[config.mk]
export PLATFORM = sky130hd
export DESIGN_NAME = atd_queue
export DESIGN_NICKNAME = d
export VERILOG_FILES = /design/src/rtl/core/atd_pkg.sv /design/src/rtl/core/atd_queue.sv
export SDC_FILE = /design/constraint.sdc
export NUM_CORES = 1
export LEC_CHECK = 0
export ABC_AREA = 0
export BUFFER_PORTS_ARGS = -buffer_cell sky130_fd_sc_hd__buf_2
export CAP_MARGIN = 15
export CORE_ASPECT_RATIO = 0.7
export CORE_MARGIN = 2
export CORE_UTILIZATION = 56
export DETAILED_ROUTE_END_ITERATION = 7
export PLACE_DENSITY = 0.95
export SLEW_MARGIN = 20
export SYNTH_ARGS = -nofsm -noshare
export SYNTH_HDL_FRONTEND = slang
export SYNTH_SLANG_ARGS = --single-unit
[constraint.sdc]
create_clock -name i_clk -period 10.8 [get_ports i_clk]
set_clock_uncertainty 0.15 [all_clocks]
set_input_delay 1.62 -clock i_clk [delete_from_list [all_inputs] [get_ports i_clk]]
set_output_delay 1.62 -clock i_clk [all_outputs]
set_load 0.02 [all_outputs]
[src/rtl/core/atd_pkg.sv]
// atd_pkg: shared types, codes, constants and helper functions of the autodiff tape engine
// used by atd_front, atd_queue, atd_back and autodiff_tape_engine; no dependencies
`timescale 1ns / 1ps
`default_nettype none

package atd_pkg;

    // tape geometry
    localparam int TAPE_DEPTH   = 1024;
    localparam int TAPE_AW      = $clog2(TAPE_DEPTH);
    localparam int LEN_W        = TAPE_AW + 1;

    // tanh table geometry, table covers [-4, 4), 2^19 is the span 8.0 in Q16.16
    localparam int TANH_ENTRIES = 256;
    localparam int TANH_BITS    = $clog2(TANH_ENTRIES);
    localparam int TANH_SHIFT   = 19 - TANH_BITS;

    // table build constants: half step, series argument scale and coefficients
    localparam real TANH_HALF_STEP = 4.0 / TANH_ENTRIES;
    localparam int  EXP_SQUARINGS  = 16;
    localparam real EXP_SCALE      = 2.0 / 65536.0;
    localparam real INV_6          = 1.0 / 6.0;
    localparam real INV_24         = 1.0 / 24.0;

    // fixed point
    localparam logic signed [31:0] FX_ONE      = 32'sh0001_0000;
    localparam logic [16:0]        LR_RESET    = 17'd655;

    // command kinds
    typedef enum logic [3:0] {
        K_CONST    = 4'd0,
        K_ADD      = 4'd1,
        K_SUB      = 4'd2,
        K_MUL      = 4'd3,
        K_TANH     = 4'd4,
        K_READ     = 4'd5,
        K_BACKPROP = 4'd6,
        K_ZERO     = 4'd7,
        K_TRUNC    = 4'd8,
        K_DESCEND  = 4'd9
    } t_op;

    // op code kept per tape node
    typedef enum logic [2:0] {
        NODE_CONST = 3'd0,
        NODE_ADD   = 3'd1,
        NODE_SUB   = 3'd2,
        NODE_MUL   = 3'd3,
        NODE_TANH  = 3'd4
    } t_node_op;

    typedef enum logic [1:0] {
        ST_OK    = 2'd0,
        ST_FULL  = 2'd1,
        ST_INDEX = 2'd2,
        ST_MARK  = 2'd3
    } t_status;

    // decoded command word passed from front to back
    typedef struct packed {
        t_op                 op;
        t_node_op            node_op;
        logic                nop;
        logic                is_push;
        logic                use_a;
        logic                use_b;
        logic [TAPE_AW-1:0]  a;
        logic [TAPE_AW-1:0]  b;
        logic [LEN_W-1:0]    mark;
        logic signed [31:0]  cval;
    } t_cmd;

    typedef enum logic [4:0] {
        S_IDLE, S_CHECK,
        S_RDA, S_RDB, S_CALC, S_MULF, S_PWRITE,
        S_RD, S_RDOUT, S_DMUL, S_DUPD,
        S_ZERO,
        S_BNODE, S_BLINK, S_BM1, S_BM2, S_BM3,
        S_BT1, S_BT2, S_BT3, S_BT4,
        S_BAX, S_BAXW, S_BAY, S_BAYW, S_BNEXT
    } t_state;

    typedef logic signed [31:0] t_tanh_tab [TANH_ENTRIES];

    // clamp a wide signed value to 32 bits
    function automatic logic signed [31:0] f_sat32(input logic signed [49:0] x);
        if (x > 50'sd2147483647) begin
            return 32'sh7fff_ffff;
        end else if (x < -50'sd2147483648) begin
            return 32'sh8000_0000;
        end
        return x[31:0];
    endfunction

    // tanh at each step midpoint, scaled by 65536 and rounded
    function automatic t_tanh_tab f_tanh_table();
        t_tanh_tab tab;
        real    m;
        real    x;
        real    e;
        real    den;
        real    r;
        real    th;
        int     s;
        int     v;
        for (int i = 0; i < TANH_ENTRIES; i++) begin
            s = 2 * i + 1 - TANH_ENTRIES;
            m = ((s < 0) ? -s : s) * TANH_HALF_STEP;
            // exp(-2m) from a short series at a tiny argument, squared back up
            x = m * EXP_SCALE;
            e = 1.0 - x + x * x * 0.5 - x * x * x * INV_6 + x * x * x * x * INV_24;
            for (int j = 0; j < EXP_SQUARINGS; j++) begin
                e = e * e;
            end
            // reciprocal of 1 + e by newton iteration
            den = 1.0 + e;
            r = 0.75;
            for (int j = 0; j < 6; j++) begin
                r = r * (2.0 - den * r);
            end
            th = (1.0 - e) * r;
            v = $rtoi(th * 65536.0 + 0.5);
            tab[i] = (s < 0) ? -32'(v) : 32'(v);
        end
        return tab;
    endfunction

    localparam t_tanh_tab TANH_TABLE = f_tanh_table();

endpackage

`default_nettype wire

[src/rtl/core/atd_queue.sv]
// atd_queue: two-entry command queue between front and back
// depends on atd_pkg
`timescale 1ns / 1ps
`default_nettype none

module atd_queue (
    input  wire logic           i_clk,
    input  wire logic           i_rst_n,
    input  wire logic           i_push,
    input  wire atd_pkg::t_cmd  i_cmd,
    input  wire logic           i_pop,
    output logic                o_valid,
    output atd_pkg::t_cmd       o_cmd
);

    atd_pkg::t_cmd r_slot [2];
    logic          r_wp;
    logic          r_rp;
    logic [1:0]    r_cnt;
    logic          do_pop;
    logic          do_push;

    assign o_valid = r_cnt != 2'd0;
    assign o_cmd   = r_slot[r_rp];
    assign do_pop  = i_pop && o_valid;
    assign do_push = i_push && r_cnt != 2'd2;

    // pointers and fill count
    always_ff @(posedge i_clk) begin
        if (!i_rst_n) begin
            r_wp  <= 1'b0;
            r_rp  <= 1'b0;
            r_cnt <= 2'd0;
        end else begin
            if (do_push) begin
                r_wp <= !r_wp;
            end
            if (do_pop) begin
                r_rp <= !r_rp;
            end
            r_cnt <= r_cnt + 2'(do_push) - 2'(do_pop);
        end
    end

    // storage
    always_ff @(posedge i_clk) begin
        if (do_push) begin
            r_slot[r_wp] <= i_cmd;
        end
    end

endmodule

`default_nettype wire

==> impl_metrics.json <==
{
  "status": "completed",
  "setup_viol": 0,
  "clk_path_buf_depth": 2,
  "clkLatencyLatePin_ns": 0.41,
  "cp_max_fo": 74,
  "design_area_um2": 7070,
  "crit_chain": "mux2_2 -> buf_2",
  "p_leak_uw": 0.00266,
  "rsz0062_at_grt": "no",
  "placed_area_um2": 6490,
  "stdcell_count": 568,
  "hpwl_um": 6320,
  "synth_area_um2": 5630,
  "antenna_found_initial": 0,
  "cts-buffers-inserted": 17,
  "grt_pass1_vias": 2998,
  "ctsHoldBuffers": 0,
  "ir_drop_v": 0.000169,
  "final_common_cell": "buf_2",
  "tns_ns": 0,
  "cp_slowest_stage_delay_ns": 0.99,
  "mostFrequentLayoutCells": "152 x buf_2, 148 x edfxtp_1, 74 x mux2_2, 17 x clkbuf_16, 4 x dfxtp_1",
  "drc": 0,
  "hold_path.class": "reg -> reg",
  "cts_tree": "yes",
  "antennaDiodeCount": 0,
  "critPathBufInv": 1,
  "start_util_pct": 57.9,
  "root_buffer": "clkbuf_16",
  "synth_cells": 261,
  "cp_slowest_cell": "dfxtp_4",
  "crit_path_start_kind": "register",
  "first_iter_violations": 195,
  "yosys_warnings": 0,
  "grt_max_degree": 75,
  "fmax_mhz": 263,
  "syn_nets": 340,
  "whs_ns": 0.445,
  "placedCellCount": 535,
  "core.rowCount": 30,
  "grtUsageTotal_pct": 18.3,
  "wire_per_inst_um": 17.1,
  "cts.clk_slew.worst_paths_ns": 0.06,
  "cts-resized-gates": 0,
  "fillers": 616,
  "max_cap_viol_count": 0,
  "avgViaCountPerCell": 5.17,
  "final_antenna_net_count": 0,
  "syn_avg_cell_area_um2": 21.6,
  "grt_pass1_wl_um": 14200,
  "cts_setup_buffers": 0,
  "slew_violations": 0,
  "cpLargestDelayFamily": "flip-flops",
  "worstSetupEndpointType": "output port",
  "globalplace.congestion": 0.747,
  "grt.overflow.total": 0,
  "ys_ff_latch": 153,
  "ioPinCount": 153,
  "areaGrowthSynthToFinish_pct": 25.7,
  "drt_wl_total_um": 9720,
  "wl_met1_um": 3910,
  "die_area_um2": 10900,
  "wl_met2_um": 4910,
  "coreArea_um2": 9720,
  "top_layer": "met4",
  "tightest_slew_ns": 0.979,
  "cts_sinks": 153,
  "total_power_uw": 1650,
  "required_ns": 9.03,
  "fin_crit_sh_pct": 35.3,
  "portBuffers": 152,
  "p_per_area_nw_per_um2": 234,
  "vias": 2937,
  "first_pass_iters": 4,
  "cp_data_arrival_time_ns": 2.04,
  "fp.dieH_um": 87.9,
  "ys_types": 23,
  "wl_met3_um": 736,
  "max_slew_margin_pct": 34.8,
  "final_hold_viol_count": 0,
  "period_minus_slack_ns": 3.81,
  "critPathKind": "reg -> out",
  "yosysSeqAreaShare_pct": 80.8,
  "die_w_um": 124,
  "drive_gt1_share_pct": 59.1,
  "htreeDepth": 4,
  "fin_nets": 506
}
## kinds of logic (layout without fill, tap and decap cells)
logic type / after synthesis / count (layout) / synth area share (%)
flip-flops: 153 / 153 / 80.8
buffers and inverters: 10 / 189 / 1.62
multiplexers: 75 / 75 / 15.0
XOR/XNOR: 1 / 1 / 0.156
AO/OA/AOI/OAI: 7 / 7 / 0.912
AND/OR/NAND/NOR: 14 / 14 / 1.31
adder cells (fa/ha/maj): 1 / 1 / 0.222
## metrics by stage
stage          utilization, %  setup slack [ns]
2_1_floorplan               -              5.37
3_3_place_gp             66.7              7.03
3_5_place_dp             66.7              6.97
4_1_cts                  72.5              6.98
5_1_grt                  72.7              6.89
6_report                 72.7              6.99
## worst register-to-register path, delay by kind of cell (launching register included)
| kind | cells | cell delay, ns |
|---|---|---|
| buffers and inverters | 2 | 1.20 |
| and+or+nand+nor | 2 | 0.35 |
| DFF | 1 | 0.45 |
## area by class of cell
class / count / area, um^2 / area share [%]
tap: 128 / 160 / 2.26
timing repair buffer: 155 / 796 / 11.3
sequential: 153 / 4550 / 64.3
clock buffer: 19 / 433 / 6.12
inverter: 2 / 7.51 / 0.106
multi-input combinational: 98 / 997 / 14.1
clock inverter: 13 / 130 / 1.84
## synth_stat cells (all sizes together)
cell type,n,area (um^2)
edfxtp,148,4440
inv,2,7.51
ha,1,12.5
buf,8,83.8
a21bo,1,10.0
xnor2,1,8.76
or2b,1,7.51
nor2b,1,6.26
dfxtp,5,100
nand2b,1,6.26
a211oi,1,7.51
o21ai,2,10.0
a32oi,1,8.76
and2,3,18.8
a21boi,1,7.51
mux2,74,833
nand2,2,7.51
nand3,2,10.0
nor2,3,11.3
a21o,1,7.51
mux2i,1,10.0
or2,1,6.26
## state kept, by name, summed over array words and instances, names as in the netlist, named ones only
| signal | flops |
|---|---|
| r_cnt | 2 |
| r_rp | 1 |
| r_slot | 148 |
| r_wp | 1 |
## path summary, 6_finish.rpt
kind / startpoint / to / slack [ns] / cells after the start
min: r_rp$_SDFFE_PN0P_ / register / 0.45 / 2
max: register / o_cmd[28] / 6.99 / 2
max reg2reg: r_cnt[0]$_SDFF_PN0_ / r_slot[0][55]$_DFFE_PP_ / 8.27 / 4
min reg2reg: r_rp$_SDFFE_PN0P_ / register / 0.45 / 2
## routing by layer
metal	vias to the layer above	track usage (%)
met5	-	0
met1	1434	21.2
met4	0	9.50
met2	122	30.6
li1	1364	-
met3	17	6.18
## power by group
part / switching (uW) / leakage (uW) / internal (uW)
Sequential: 46.8 / 0.00143 / 723
Combinational: 185 / 0.000968 / 144
Clock: 217 / 0.000265 / 337
Power figures use the tool's default switching activity.
