### src/rtl/core/atd_pkg.sv
// atd_pkg: shared types, codes, constants and helper functions of the autodiff tape engine
// used by atd_front, atd_queue, atd_back and autodiff_tape_engine; no dependencies
`timescale 1ns / 1ps
`default_nettype none

package atd_pkg;

    // tape geometry
    localparam int TAPE_DEPTH   = 1024;
    localparam int TAPE_AW      = $clog2(TAPE_DEPTH);
    localparam int LEN_W        = TAPE_AW + 1;

    // tanh table geometry, table covers [-4, 4), 2^19 is the span 8.0 in Q16.16
    localparam int TANH_ENTRIES = 256;
    localparam int TANH_BITS    = $clog2(TANH_ENTRIES);
    localparam int TANH_SHIFT   = 19 - TANH_BITS;

    // table build constants: half step, series argument scale and coefficients
    localparam real TANH_HALF_STEP = 4.0 / TANH_ENTRIES;
    localparam int  EXP_SQUARINGS  = 16;
    localparam real EXP_SCALE      = 2.0 / 65536.0;
    localparam real INV_6          = 1.0 / 6.0;
    localparam real INV_24         = 1.0 / 24.0;

    // fixed point
    localparam logic signed [31:0] FX_ONE      = 32'sh0001_0000;
    localparam logic [16:0]        LR_RESET    = 17'd655;

    // command kinds
    typedef enum logic [3:0] {
        K_CONST    = 4'd0,
        K_ADD      = 4'd1,
        K_SUB      = 4'd2,
        K_MUL      = 4'd3,
        K_TANH     = 4'd4,
        K_READ     = 4'd5,
        K_BACKPROP = 4'd6,
        K_ZERO     = 4'd7,
        K_TRUNC    = 4'd8,
        K_DESCEND  = 4'd9
    } t_op;

    // op code kept per tape node
    typedef enum logic [2:0] {
        NODE_CONST = 3'd0,
        NODE_ADD   = 3'd1,
        NODE_SUB   = 3'd2,
        NODE_MUL   = 3'd3,
        NODE_TANH  = 3'd4
    } t_node_op;

    typedef enum logic [1:0] {
        ST_OK    = 2'd0,
        ST_FULL  = 2'd1,
        ST_INDEX = 2'd2,
        ST_MARK  = 2'd3
    } t_status;

    // decoded command word passed from front to back
    typedef struct packed {
        t_op                 op;
        t_node_op            node_op;
        logic                nop;
        logic                is_push;
        logic                use_a;
        logic                use_b;
        logic [TAPE_AW-1:0]  a;
        logic [TAPE_AW-1:0]  b;
        logic [LEN_W-1:0]    mark;
        logic signed [31:0]  cval;
    } t_cmd;

    typedef enum logic [4:0] {
        S_IDLE, S_CHECK,
        S_RDA, S_RDB, S_CALC, S_MULF, S_PWRITE,
        S_RD, S_RDOUT, S_DMUL, S_DUPD,
        S_ZERO,
        S_BNODE, S_BLINK, S_BM1, S_BM2, S_BM3,
        S_BT1, S_BT2, S_BT3, S_BT4,
        S_BAX, S_BAXW, S_BAY, S_BAYW, S_BNEXT
    } t_state;

    typedef logic signed [31:0] t_tanh_tab [TANH_ENTRIES];

    // clamp a wide signed value to 32 bits
    function automatic logic signed [31:0] f_sat32(input logic signed [49:0] x);
        if (x > 50'sd2147483647) begin
            return 32'sh7fff_ffff;
        end else if (x < -50'sd2147483648) begin
            return 32'sh8000_0000;
        end
        return x[31:0];
    endfunction

    // tanh at each step midpoint, scaled by 65536 and rounded
    function automatic t_tanh_tab f_tanh_table();
        t_tanh_tab tab;
        real    m;
        real    x;
        real    e;
        real    den;
        real    r;
        real    th;
        int     s;
        int     v;
        for (int i = 0; i < TANH_ENTRIES; i++) begin
            s = 2 * i + 1 - TANH_ENTRIES;
            m = ((s < 0) ? -s : s) * TANH_HALF_STEP;
            // exp(-2m) from a short series at a tiny argument, squared back up
            x = m * EXP_SCALE;
            e = 1.0 - x + x * x * 0.5 - x * x * x * INV_6 + x * x * x * x * INV_24;
            for (int j = 0; j < EXP_SQUARINGS; j++) begin
                e = e * e;
            end
            // reciprocal of 1 + e by newton iteration
            den = 1.0 + e;
            r = 0.75;
            for (int j = 0; j < 6; j++) begin
                r = r * (2.0 - den * r);
            end
            th = (1.0 - e) * r;
            v = $rtoi(th * 65536.0 + 0.5);
            tab[i] = (s < 0) ? -32'(v) : 32'(v);
        end
        return tab;
    endfunction

    localparam t_tanh_tab TANH_TABLE = f_tanh_table();

endpackage

`default_nettype wire

### src/rtl/core/atd_front.sv
// atd_front: accepts commands, decodes the kind and tracks the item in flight
// depends on atd_pkg
`timescale 1ns / 1ps
`default_nettype none

module atd_front (
    input  wire logic                i_clk,
    input  wire logic                i_rst_n,
    input  wire logic                start,
    output logic                     busy,
    input  wire logic [3:0]          i_kind,
    input  wire logic [9:0]          i_operand_a,
    input  wire logic [9:0]          i_operand_b,
    input  wire logic [10:0]         i_mark,
    input  wire logic signed [31:0]  i_const_value,
    input  wire logic                i_done,
    output logic                     o_push,
    output atd_pkg::t_cmd            o_cmd
);

    logic          r_pend;
    logic          r_push;
    atd_pkg::t_cmd r_cmd;
    atd_pkg::t_cmd n_cmd;
    logic          accept;

    assign accept = start && !r_pend;
    assign busy   = r_pend;
    assign o_push = r_push;
    assign o_cmd  = r_cmd;

    // classify the kind
    always_comb begin
        n_cmd.op      = atd_pkg::t_op'(i_kind);
        n_cmd.node_op = atd_pkg::t_node_op'(i_kind[2:0]);
        n_cmd.nop     = i_kind > 4'(atd_pkg::K_DESCEND);
        n_cmd.is_push = i_kind <= 4'(atd_pkg::K_TANH);
        n_cmd.use_a   = (i_kind >= 4'(atd_pkg::K_ADD) && i_kind <= 4'(atd_pkg::K_BACKPROP))
                        || i_kind == 4'(atd_pkg::K_DESCEND);
        n_cmd.use_b   = i_kind >= 4'(atd_pkg::K_ADD) && i_kind <= 4'(atd_pkg::K_MUL);
        n_cmd.a       = i_operand_a;
        n_cmd.b       = i_operand_b;
        n_cmd.mark    = i_mark;
        n_cmd.cval    = i_const_value;
    end

    // one item in flight until the back end reports it
    always_ff @(posedge i_clk) begin
        if (!i_rst_n) begin
            r_pend <= 1'b0;
            r_push <= 1'b0;
        end else begin
            r_push <= accept;
            if (accept) begin
                r_pend <= 1'b1;
            end else if (i_done) begin
                r_pend <= 1'b0;
            end
        end
    end

    // decoded word
    always_ff @(posedge i_clk) begin
        if (accept) begin
            r_cmd <= n_cmd;
        end
    end

endmodule

`default_nettype wire

### config.mk
export PLATFORM = sky130hd
export DESIGN_NAME = atd_front
export DESIGN_NICKNAME = d
export VERILOG_FILES = /design/src/rtl/core/atd_pkg.sv /design/src/rtl/core/atd_front.sv
export SDC_FILE = /design/constraint.sdc
export NUM_CORES = 1
export LEC_CHECK = 0
export ABC_AREA = 1
export BUFFER_PORTS_ARGS = -buffer_cell sky130_fd_sc_hd__buf_2
export CAP_MARGIN = 0
export CELL_PAD_IN_SITES_DETAIL_PLACEMENT = 1
export CELL_PAD_IN_SITES_GLOBAL_PLACEMENT = 1
export CORE_MARGIN = 3
export CORE_UTILIZATION = 30
export DETAILED_ROUTE_END_ITERATION = 6
export PLACE_DENSITY_LB_ADDON = 0.1
export SYNTH_ARGS = -nofsm -noshare
export SYNTH_HDL_FRONTEND = slang
export SYNTH_SLANG_ARGS = --single-unit
### constraint.sdc
create_clock -name i_clk -period 4.11 [get_ports i_clk]
set_input_delay 0.411 -clock i_clk [delete_from_list [all_inputs] [get_ports i_clk]]
set_output_delay 0.411 -clock i_clk [all_outputs]
set_load 0.02 [all_outputs]
==> impl_metrics.json, run 1 <==
{
  "vias": 1432,
  "postRouteAntennaNets": 0,
  "yosysWarnings": 0,
  "cts_resized": 0,
  "worstRegToRegCells": 4,
  "grt_max_degree": 48,
  "syn-num-nets": 167,
  "die_h_um": 93.3,
  "worstHoldEndpoint": "o_cmd[6]",
  "synth_ff_type": "edfxtp_1",
  "cts.path.max_buffers": 2,
  "drt_wl_total_um": 5250,
  "synth-seq-cells": 73,
  "hpwlAfterDp_um": 4000,
  "synth_top_area_cell": "edfxtp_1",
  "htree_levels": 3,
  "via_per_inst": 4.02,
  "setup_viol": 0,
  "ioPinCount": 147,
  "start_util_pct": 31.2,
  "floorplan.die_area_um2": 8700,
  "start_kind": "flip-flop",
  "clk_pin_slew_ps": 70,
  "p_per_area_nw_per_um2": 476,
  "maxSlewViolCount": 0,
  "dp_slack_ps": 2080,
  "drive_above_1_share_pct": 64.2,
  "synth-async-reset-ratio_pct": 0,
  "avgSynthCellArea_um2": 23.8,
  "worst_slew_pin_slew_ps": 961,
  "cts_buffers": 9,
  "grt_usage_pct": 12.0,
  "fill_cells": 773,
  "placed_area_um2": 3130,
  "n_antenna_cell": 0,
  "cts_tree": "built",
  "grt_antenna_before_repair": 0,
  "holdCritStartpoint": "i_const_value[6]",
  "wl_per_cell_um": 14.8,
  "synthTopCellsByArea": "edfxtp_1, dfxtp_1, buf_4, inv_1, nand2_1",
  "setup_slack_ps": 2270,
  "yosys.area.top_type_share_pct": 93.3,
  "rsz0062_at_grt": "no",
  "finalInstanceArea_um2": 3320,
  "root_buffer": "clkbuf_8",
  "yosysMostFrequentCell": "edfxtp_1",
  "critPathArrivalTime_ps": 1880,
  "max-vdd-ir-drop_mv": 0.143,
  "drc": 0,
  "cp_max_fo": 47,
  "status": "finished clean",
  "synthCells": 96,
  "finalHoldViolCount": 0,
  "placementRows": 31,
  "die_w_um": 93.3,
  "r2r_slack_ps": 2270,
  "overflow": 0,
  "grt_pass1_wl_um": 7530,
  "timing.rr.start": "busy",
  "relSlewSlack_pct": 35.9,
  "end_kind": "flip-flop",
  "maxCapViolCount": 0,
  "synth_area_um2": 2280,
  "ys_types": 12,
  "worstPathRequired_ps": 4150,
  "hold_depth": 1,
  "cts_setup_buffers": 0,
  "power.leakage_nw": 1.43,
  "finClkSkew_ps": 6.98,
  "place_congestion": 0.669,
  "clk_latency_ps": 330,
  "yosysSeqAreaShare_pct": 95.1,
  "core_region_area_um2": 7330,
  "grt_pass1_vias": 1512,
  "ys_top_cells_by_count": "edfxtp_1, inv_1, nand2_1",
  "period_needed_ps": 1840,
  "drt_iter0_markers": 37,
  "ctsHoldBuffers": 0,
  "hold_path.class": "input pin to flip-flop",
  "setup_tns_ps": 0,
  "area_growth_pct": 45.2,
  "final_util_pct": 45.3,
  "nNetsFinal": 323,
  "clock-sinks": 73,
  "firstDrtPassIters": 4,
  "synth_edf_count": 71,
  "r2r-end": "o_cmd[44]",
  "max_freq_mhz": 544,
  "crit_type": "flip-flop to flip-flop",
  "post-route-period-util_pct": 44.7,
  "numPortBuffers": 146
}
## logic make-up (layout without fill, tap and decap cells)
logic type             count (synthesis)  in the layout  share of synthesized area [%]
AOI/OAI and AO/OA                      4              4                           1.04
DFF                                   73             73                           95.1
buffers and inverters                  9            170                           1.97
and+or+nand+nor                       10             10                           1.92
## power breakdown
group,internal (W),switching (W)
Sequential,0.000872,0.0000102
Combinational,0.0000565,0.000109
Clock,0.000276,0.000255
## routing by layer
layer | vias up | track usage (%) | share of wire, %
li1 | 671 | - | -
met1 | 662 | 12.3 | 35
met2 | 87 | 19.8 | 49
met3 | 12 | 5.63 | 13
met4 | 0 | 6.96 | 2.3
met5 | - | 0 | 0
## worst max path at each step
| stage | from | endpoint | slack (ps) | depth (start not counted) |
|---|---|---|---|---|
| finish | busy | o_cmd[44] | 2270 | 4 |
| global route | busy | o_cmd[42] | 2100 | 4 |
| CTS | busy | o_cmd[12] | 2200 | 4 |
| detailed placement | start | o_cmd[46] | 2080 | 4 |
| global placement | start | o_cmd[28] | 2130 | 4 |
| floorplan | busy | o_cmd[0] | 1790 | 3 |
## through the flow
stage	cells	hold slack [ps]	power (W)
global placement	340	461	0.00107
finish	356	245	0.00158
global route	356	216	0.00165
floorplan	96	510	0.000985
CTS	356	221	0.00160
detailed placement	340	486	0.00107
## layout by cell type (no fill, tap or decap)
cell	netlist	final
buf_2	0	146
edfxtp_1	71	71
clkbuf_8	0	9
inv_1	6	5
nand2_1	5	5
nor2_1	2	2
nor2_2	2	2
dfxtp_1	2	2
clkinv_1	0	2
buf_4	3	2
inv_2	0	1
nor3_1	1	1
o21ai_1	1	1
a21oi_2	1	1
o21ai_0	1	1
a21oi_1	1	1
clkbuf_1	0	1
clkinv_4	0	1
bufinv_16	0	1
clkinvlp_4	0	1
clkinv_2	0	1
## sequential cells by signal (all words and copies together), names as in the netlist
register,count
busy,1
o_cmd,71
o_push,1
## critical path, cell delays in order (launching register included)
cell	delay [ps]
dfxtp_1	320
inv_1	60
nand2_1	80
inv_2	700
buf_4	350
## layout make-up
type | count | area, µm² | area share (%)
sequential | 73 | 2170 | 65.5
timing repair buffer | 148 | 746 | 22.5
clock buffer | 10 | 128 | 3.85
tap | 99 | 124 | 3.73
multi-input combinational | 14 | 67.6 | 2.04
clock inverter | 6 | 58.8 | 1.77
inverter | 6 | 22.5 | 0.679
Power figures use the tool's default switching activity.
==> inputs of run 2 (changes only) <==
--- a/config.mk
+++ b/config.mk
@@ -5,7 +5,7 @@
 export SDC_FILE = /design/constraint.sdc
 export NUM_CORES = 1
 export LEC_CHECK = 0
-export ABC_AREA = 1
+export ABC_AREA = 0
 export BUFFER_PORTS_ARGS = -buffer_cell sky130_fd_sc_hd__buf_2
 export CAP_MARGIN = 0
 export CELL_PAD_IN_SITES_DETAIL_PLACEMENT = 1
==> constraint.sdc (replaced) <==
create_clock -name i_clk -period 1.7 [get_ports i_clk]
set_input_delay 0.17 -clock i_clk [delete_from_list [all_inputs] [get_ports i_clk]]
set_output_delay 0.17 -clock i_clk [all_outputs]
set_load 0.02 [all_outputs]
==> impl_metrics.json, run 2 <==
{
  "status": "finished clean",
  "relSlewSlack_pct": 74.9,
  "finalHoldViolCount": 0,
  "largest_register_ffs": 71,
  "yosysWarnings": 0,
  "final-seq-area_um2": 2180,
  "grt_pass1_vias": 1642,
  "max_freq_mhz": 835,
  "die_h_um": 93.1,
  "mostFrequentLayoutCells": "buf_2, edfxtp_1, dlygate4sd3_1, clkbuf_8, bufinv_16",
  "placementRows": 31,
  "fill_cells": 756,
  "synthCells": 88,
  "overflow": 0,
  "start_util_pct": 31.2,
  "crit_type": "flip-flop to flip-flop",
  "synth-async-reset-ratio_pct": 0,
  "synthTopCellsByArea": "edfxtp_1, dfxtp_1, buf_4, a221oi_2, o21a_1",
  "end_kind": "flip-flop",
  "postRouteAntennaNets": 0,
  "firstDrtPassIters": 4,
  "syn-num-nets": 159,
  "via_per_inst": 4.03,
  "maxSlewViolCount": 0,
  "drc": 0,
  "final_common_cell": "buf_2",
  "synth_area_um2": 2280,
  "drive_above_1_share_pct": 56.2,
  "max-vdd-ir-drop_mv": 0.462,
  "dp_slack_ps": 515,
  "cts_tree": "built",
  "setup_slack_ps": 502,
  "setup_viol": 0,
  "rsz0062_at_grt": "no",
  "grt_pass1_wl_um": 8190,
  "period_needed_ps": 1200,
  "cts.path.max_buffers": 2,
  "drt_wl_total_um": 5650,
  "clk_pin_slew_ps": 70,
  "ys_types": 12,
  "synth_ff_type": "edfxtp_1",
  "synth_edf_count": 71,
  "ioPinCount": 147,
  "floorplan.die_area_um2": 8670,
  "numPortBuffers": 146,
  "core_region_area_um2": 7290,
  "cts_buffers": 9,
  "start_kind": "flip-flop",
  "root_buffer": "clkbuf_8",
  "area_growth_pct": 67.6,
  "p_per_area_nw_per_um2": 1100,
  "wl_per_cell_um": 14.4,
  "nNetsFinal": 358,
  "maxCapViolCount": 0,
  "vias": 1575,
  "htree_levels": 3,
  "avgSynthCellArea_um2": 25.9,
  "synth-seq-cells": 73,
  "multiInputGateArea_um2": 88.8,
  "n_antenna_cell": 0,
  "critPathArrivalTime_ps": 1190,
  "worstPathRequired_ps": 1690,
  "die_w_um": 93.1,
  "grt_usage_pct": 12.6,
  "finClkSkew_ps": 5.41,
  "cp_max_fo": 72,
  "hold_path.class": "input pin to flip-flop",
  "power.leakage_nw": 1.62,
  "clk_latency_ps": 330,
  "place_congestion": 0.686,
  "synth_top_area_cell": "edfxtp_1",
  "ys_top_cells_by_count": "edfxtp_1, buf_4",
  "yosys.area.top_type_share_pct": 93.7,
  "yosysMostFrequentCell": "edfxtp_1",
  "yosysSeqAreaShare_pct": 95.4,
  "drt_iter0_markers": 84,
  "grt_max_degree": 73,
  "post-route-period-util_pct": 70.5,
  "grt_antenna_before_repair": 0,
  "timing.hold.ws_ps": 16.8,
  "worst_slew_pin_slew_ps": 377,
  "clock-sinks": 73
}
run 2: metal layers:
| metal | vias to the layer above | part of all wire (%) | track usage (%) |
|---|---|---|---|
| met3 | 8 | 8.4 | 5.07 |
| li1 | 746 | - | - |
| met1 | 750 | 36 | 13.4 |
| met4 | 0 | 1.5 | 4.52 |
| met2 | 71 | 54 | 22.6 |
| met5 | - | 0 | 0 |
run 2: layout make-up:
type	instances	share of cell area, %
repair buffers	191	31.2
multi-input cells	12	2.33
well taps	99	3.25
clock inverters	6	2.79
clock buffers	10	3.35
flip-flops and latches	73	57.1
run 2: stage by stage:
stage                     total power [W]  setup TNS, ps  std cells  cell area [µm²]  utilization [%]
final                             0.00419              0        391             3810             52.3
after global routing              0.00436              0        391             3810             52.3
after CTS                         0.00424              0        386             3760             51.6
after detailed placement          0.00258              0        331             3140             43.1
after global placement            0.00257              0        331             3140             43.1
after floorplan                   0.00238         -11340         88             2290                -
run 2: final timing paths:
kind	start	to	slack, ps	cells after the start
worst max-delay path	busy	o_cmd[16]	500	2
worst min-delay path	i_mark[6]	o_cmd[38]	20	1
worst max register to register	busy	o_cmd[16]	500	2
worst min register to register	busy	busy	550	1
run 2: kinds of logic (layout without fill, tap and decap cells):
kind of cell / count (synthesis) / in the layout / share of synthesized area [%]
and+or+nand+nor: 7 / 7 / 1.48
buffers and inverters: 3 / 207 / 0.989
DFF: 73 / 73 / 95.4
AOI/OAI and AO/OA: 5 / 5 / 2.09
run 2: where the power goes:
group / switching [W] / internal, W / leakage [nW]
Combinational: 0.000275 / 0.000209 / 0.810
Clock: 0.000610 / 0.000968 / 0.114
Sequential: 0.0000264 / 0.00211 / 0.697
run 2: what timing repair did:
action	in CTS	in global routing
setup buffers	0	0
resized for setup	0	0
hold endpoints to repair	39	5
hold buffers	39	5
run 2: critical path, cell delays in order (launching register included):
cell and delay [ps]:
dfxtp_4 360, nor2b_4 120, buf_12 340
==> inputs of run 3 (changes only) <==
--- a/config.mk
+++ b/config.mk
@@ -11,7 +11,7 @@
 export CELL_PAD_IN_SITES_DETAIL_PLACEMENT = 1
 export CELL_PAD_IN_SITES_GLOBAL_PLACEMENT = 1
 export CORE_MARGIN = 3
-export CORE_UTILIZATION = 30
+export CORE_UTILIZATION = 29
 export DETAILED_ROUTE_END_ITERATION = 6
 export PLACE_DENSITY_LB_ADDON = 0.1
 export SYNTH_ARGS = -nofsm -noshare
==> constraint.sdc (replaced) <==
create_clock -name i_clk -period 1.1 [get_ports i_clk]
set_input_delay 0.11 -clock i_clk [delete_from_list [all_inputs] [get_ports i_clk]]
set_output_delay 0.11 -clock i_clk [all_outputs]
set_load 0.02 [all_outputs]
==> impl_metrics.json, run 3 (synthesis results as in run 2) <==
{
  "status": "finished, violations left",
  "violations": "setup timing",
  "timing.rr.start": "busy",
  "postRouteAntennaNets": 0,
  "grt_usage_pct": 13.9,
  "max-vdd-ir-drop_mv": 0.757,
  "path_cells": "nor2b_4 -> buf_12 -> clkbuf_16",
  "rsz0062_at_grt": "yes",
  "worstRegToRegCells": 3,
  "clk_latency_ps": 340,
  "end_kind": "flip-flop",
  "period_needed_ps": 1100,
  "placed_area_um2": 3160,
  "hold_path.class": "input pin to flip-flop",
  "multiInputGateArea_um2": 88.8,
  "floorplan.die_area_um2": 8950,
  "wl_per_cell_um": 15.4,
  "dp_slack_ps": 14.6,
  "r2r_slack_ps": -2,
  "via_per_inst": 4.06,
  "vias": 1699,
  "max_freq_mhz": 908,
  "grtUsageMet2_pct": 24.3,
  "cts.path.max_buffers": 2,
  "nNetsFinal": 385,
  "overflow": 0,
  "worstPathRequired_ps": 1150,
  "r2r-end": "o_cmd[5]",
  "grt_antenna_before_repair": 0,
  "worstHoldEndpoint": "busy",
  "setup_viol": 5,
  "maxSlewViolCount": 0,
  "largest_register_ffs": 71,
  "holdCritStartpoint": "i_done",
  "firstDrtPassIters": 4,
  "maxCapViolCount": 0,
  "dp_cells": 332,
  "drive_above_1_share_pct": 52.7,
  "start_kind": "flip-flop",
  "cp_max_fo": 16,
  "finClkSkew_ps": 6.16,
  "grt_pass1_wl_um": 8940,
  "met1_usage_pct": 14.0,
  "area_growth_pct": 81.7,
  "grt_pass1_vias": 1771,
  "met3_usage_pct": 6.77,
  "power.leakage_nw": 1.76,
  "final-seq-area_um2": 2180,
  "finalInstanceArea_um2": 4140,
  "worst_slew_pin_slew_ps": 219,
  "mostFrequentLayoutCells": "buf_2, edfxtp_1, dlygate4sd3_1, clkbuf_8",
  "hpwlAfterDp_um": 3870,
  "grt-busiest-layer": "met2",
  "place_congestion": 0.723,
  "fill_cells": 757,
  "final_common_cell": "buf_2",
  "drc": 0,
  "crit_type": "flip-flop to flip-flop",
  "die_h_um": 94.6,
  "core_region_area_um2": 7450,
  "root_buffer": "clkbuf_8",
  "max_stage_delay_ps": 360,
  "p_per_area_nw_per_um2": 1590,
  "timing.hold.ws_ps": 14.6,
  "finalHoldViolCount": 0,
  "grt_max_degree": 41,
  "ioPinCount": 147,
  "post-route-period-util_pct": 100,
  "setup_slack_ps": -1.81,
  "drt_wl_total_um": 6420,
  "clk_pin_slew_ps": 70,
  "die_w_um": 94.6,
  "hold_depth": 3,
  "htree_levels": 3,
  "drt_iter0_markers": 34,
  "start_util_pct": 30.6,
  "critPathArrivalTime_ps": 1150,
  "critPathSlowestCell": "dfxtp_4",
  "relSlewSlack_pct": 85.3,
  "n_antenna_cell": 0,
  "cts_buffers": 9,
  "cts_tree": "built",
  "numPortBuffers": 146,
  "placementRows": 31,
  "stdcell_count": 418,
  "clock-sinks": 73
}
==> run 3: power by group <==
group / switching (W) / internal [W] / total, W
logic: 0.000461 / 0.000425 / 0.000886
clock network: 0.000925 / 0.00148 / 0.00241
registers: 0.0000406 / 0.00325 / 0.00329
total: 0.00143 / 0.00516 / 0.00659
==> run 3: layout make-up <==
cell class | instances | area share, %
timing repair buffer | 218 | 36.6
clock buffer | 9 | 2.99
multi-input combinational | 12 | 2.15
clock inverter | 7 | 2.63
sequential | 73 | 52.6
tap | 99 | 2.99
==> run 3: worst max path at each step <==
stage	start	to	slack, ps	depth (start not counted)
4_1_cts	busy	o_cmd[17]	-1	2
3_5_place_dp	busy	o_cmd[10]	10	2
3_3_place_gp	busy	o_cmd[31]	20	2
2_1_floorplan	busy	o_cmd[0]	-760	1
5_1_grt	busy	o_cmd[61]	-30	3
6_report	busy	o_cmd[5]	-2	3
==> run 3: critical path, delay by kind of cell (launching register included) <==
family | cells | cell delay [ps]
buffers and inverters | 2 | 320
DFF | 1 | 360
and+or+nand+nor | 1 | 130
==> run 3: per-layer routing <==
metal | vias to the layer above | wire, µm
li1 | 800 | -
met1 | 796 | 2340
met2 | 93 | 3270
met3 | 10 | 682
met4 | 0 | 124
met5 | - | 0
==> run 3: metrics by stage <==
| stage | setup TNS (ps) | power [W] | utilization, % |
|---|---|---|---|
| 2_1_floorplan | -54540 | 0.00367 | - |
| 3_3_place_gp | 0 | 0.00399 | 42.4 |
| 3_5_place_dp | 0 | 0.00400 | 42.4 |
| 4_1_cts | -4.52 | 0.00661 | 54.4 |
| 5_1_grt | -958 | 0.00688 | 55.5 |
| 6_report | -2.51 | 0.00659 | 55.5 |
==> run 3: timing repair <==
| item | in CTS | in global routing |
|---|---|---|
| endpoints found under the hold margin | 66 | 0 |
| gates cloned | 0 | 3 |
| pin swaps | 0 | 0 |
| buffers inserted | 0 | 1 |
| gates resized for setup | 0 | 1 |
| setup endpoints to repair | 4 | 69 |
| hold buffers | 66 | 0 |
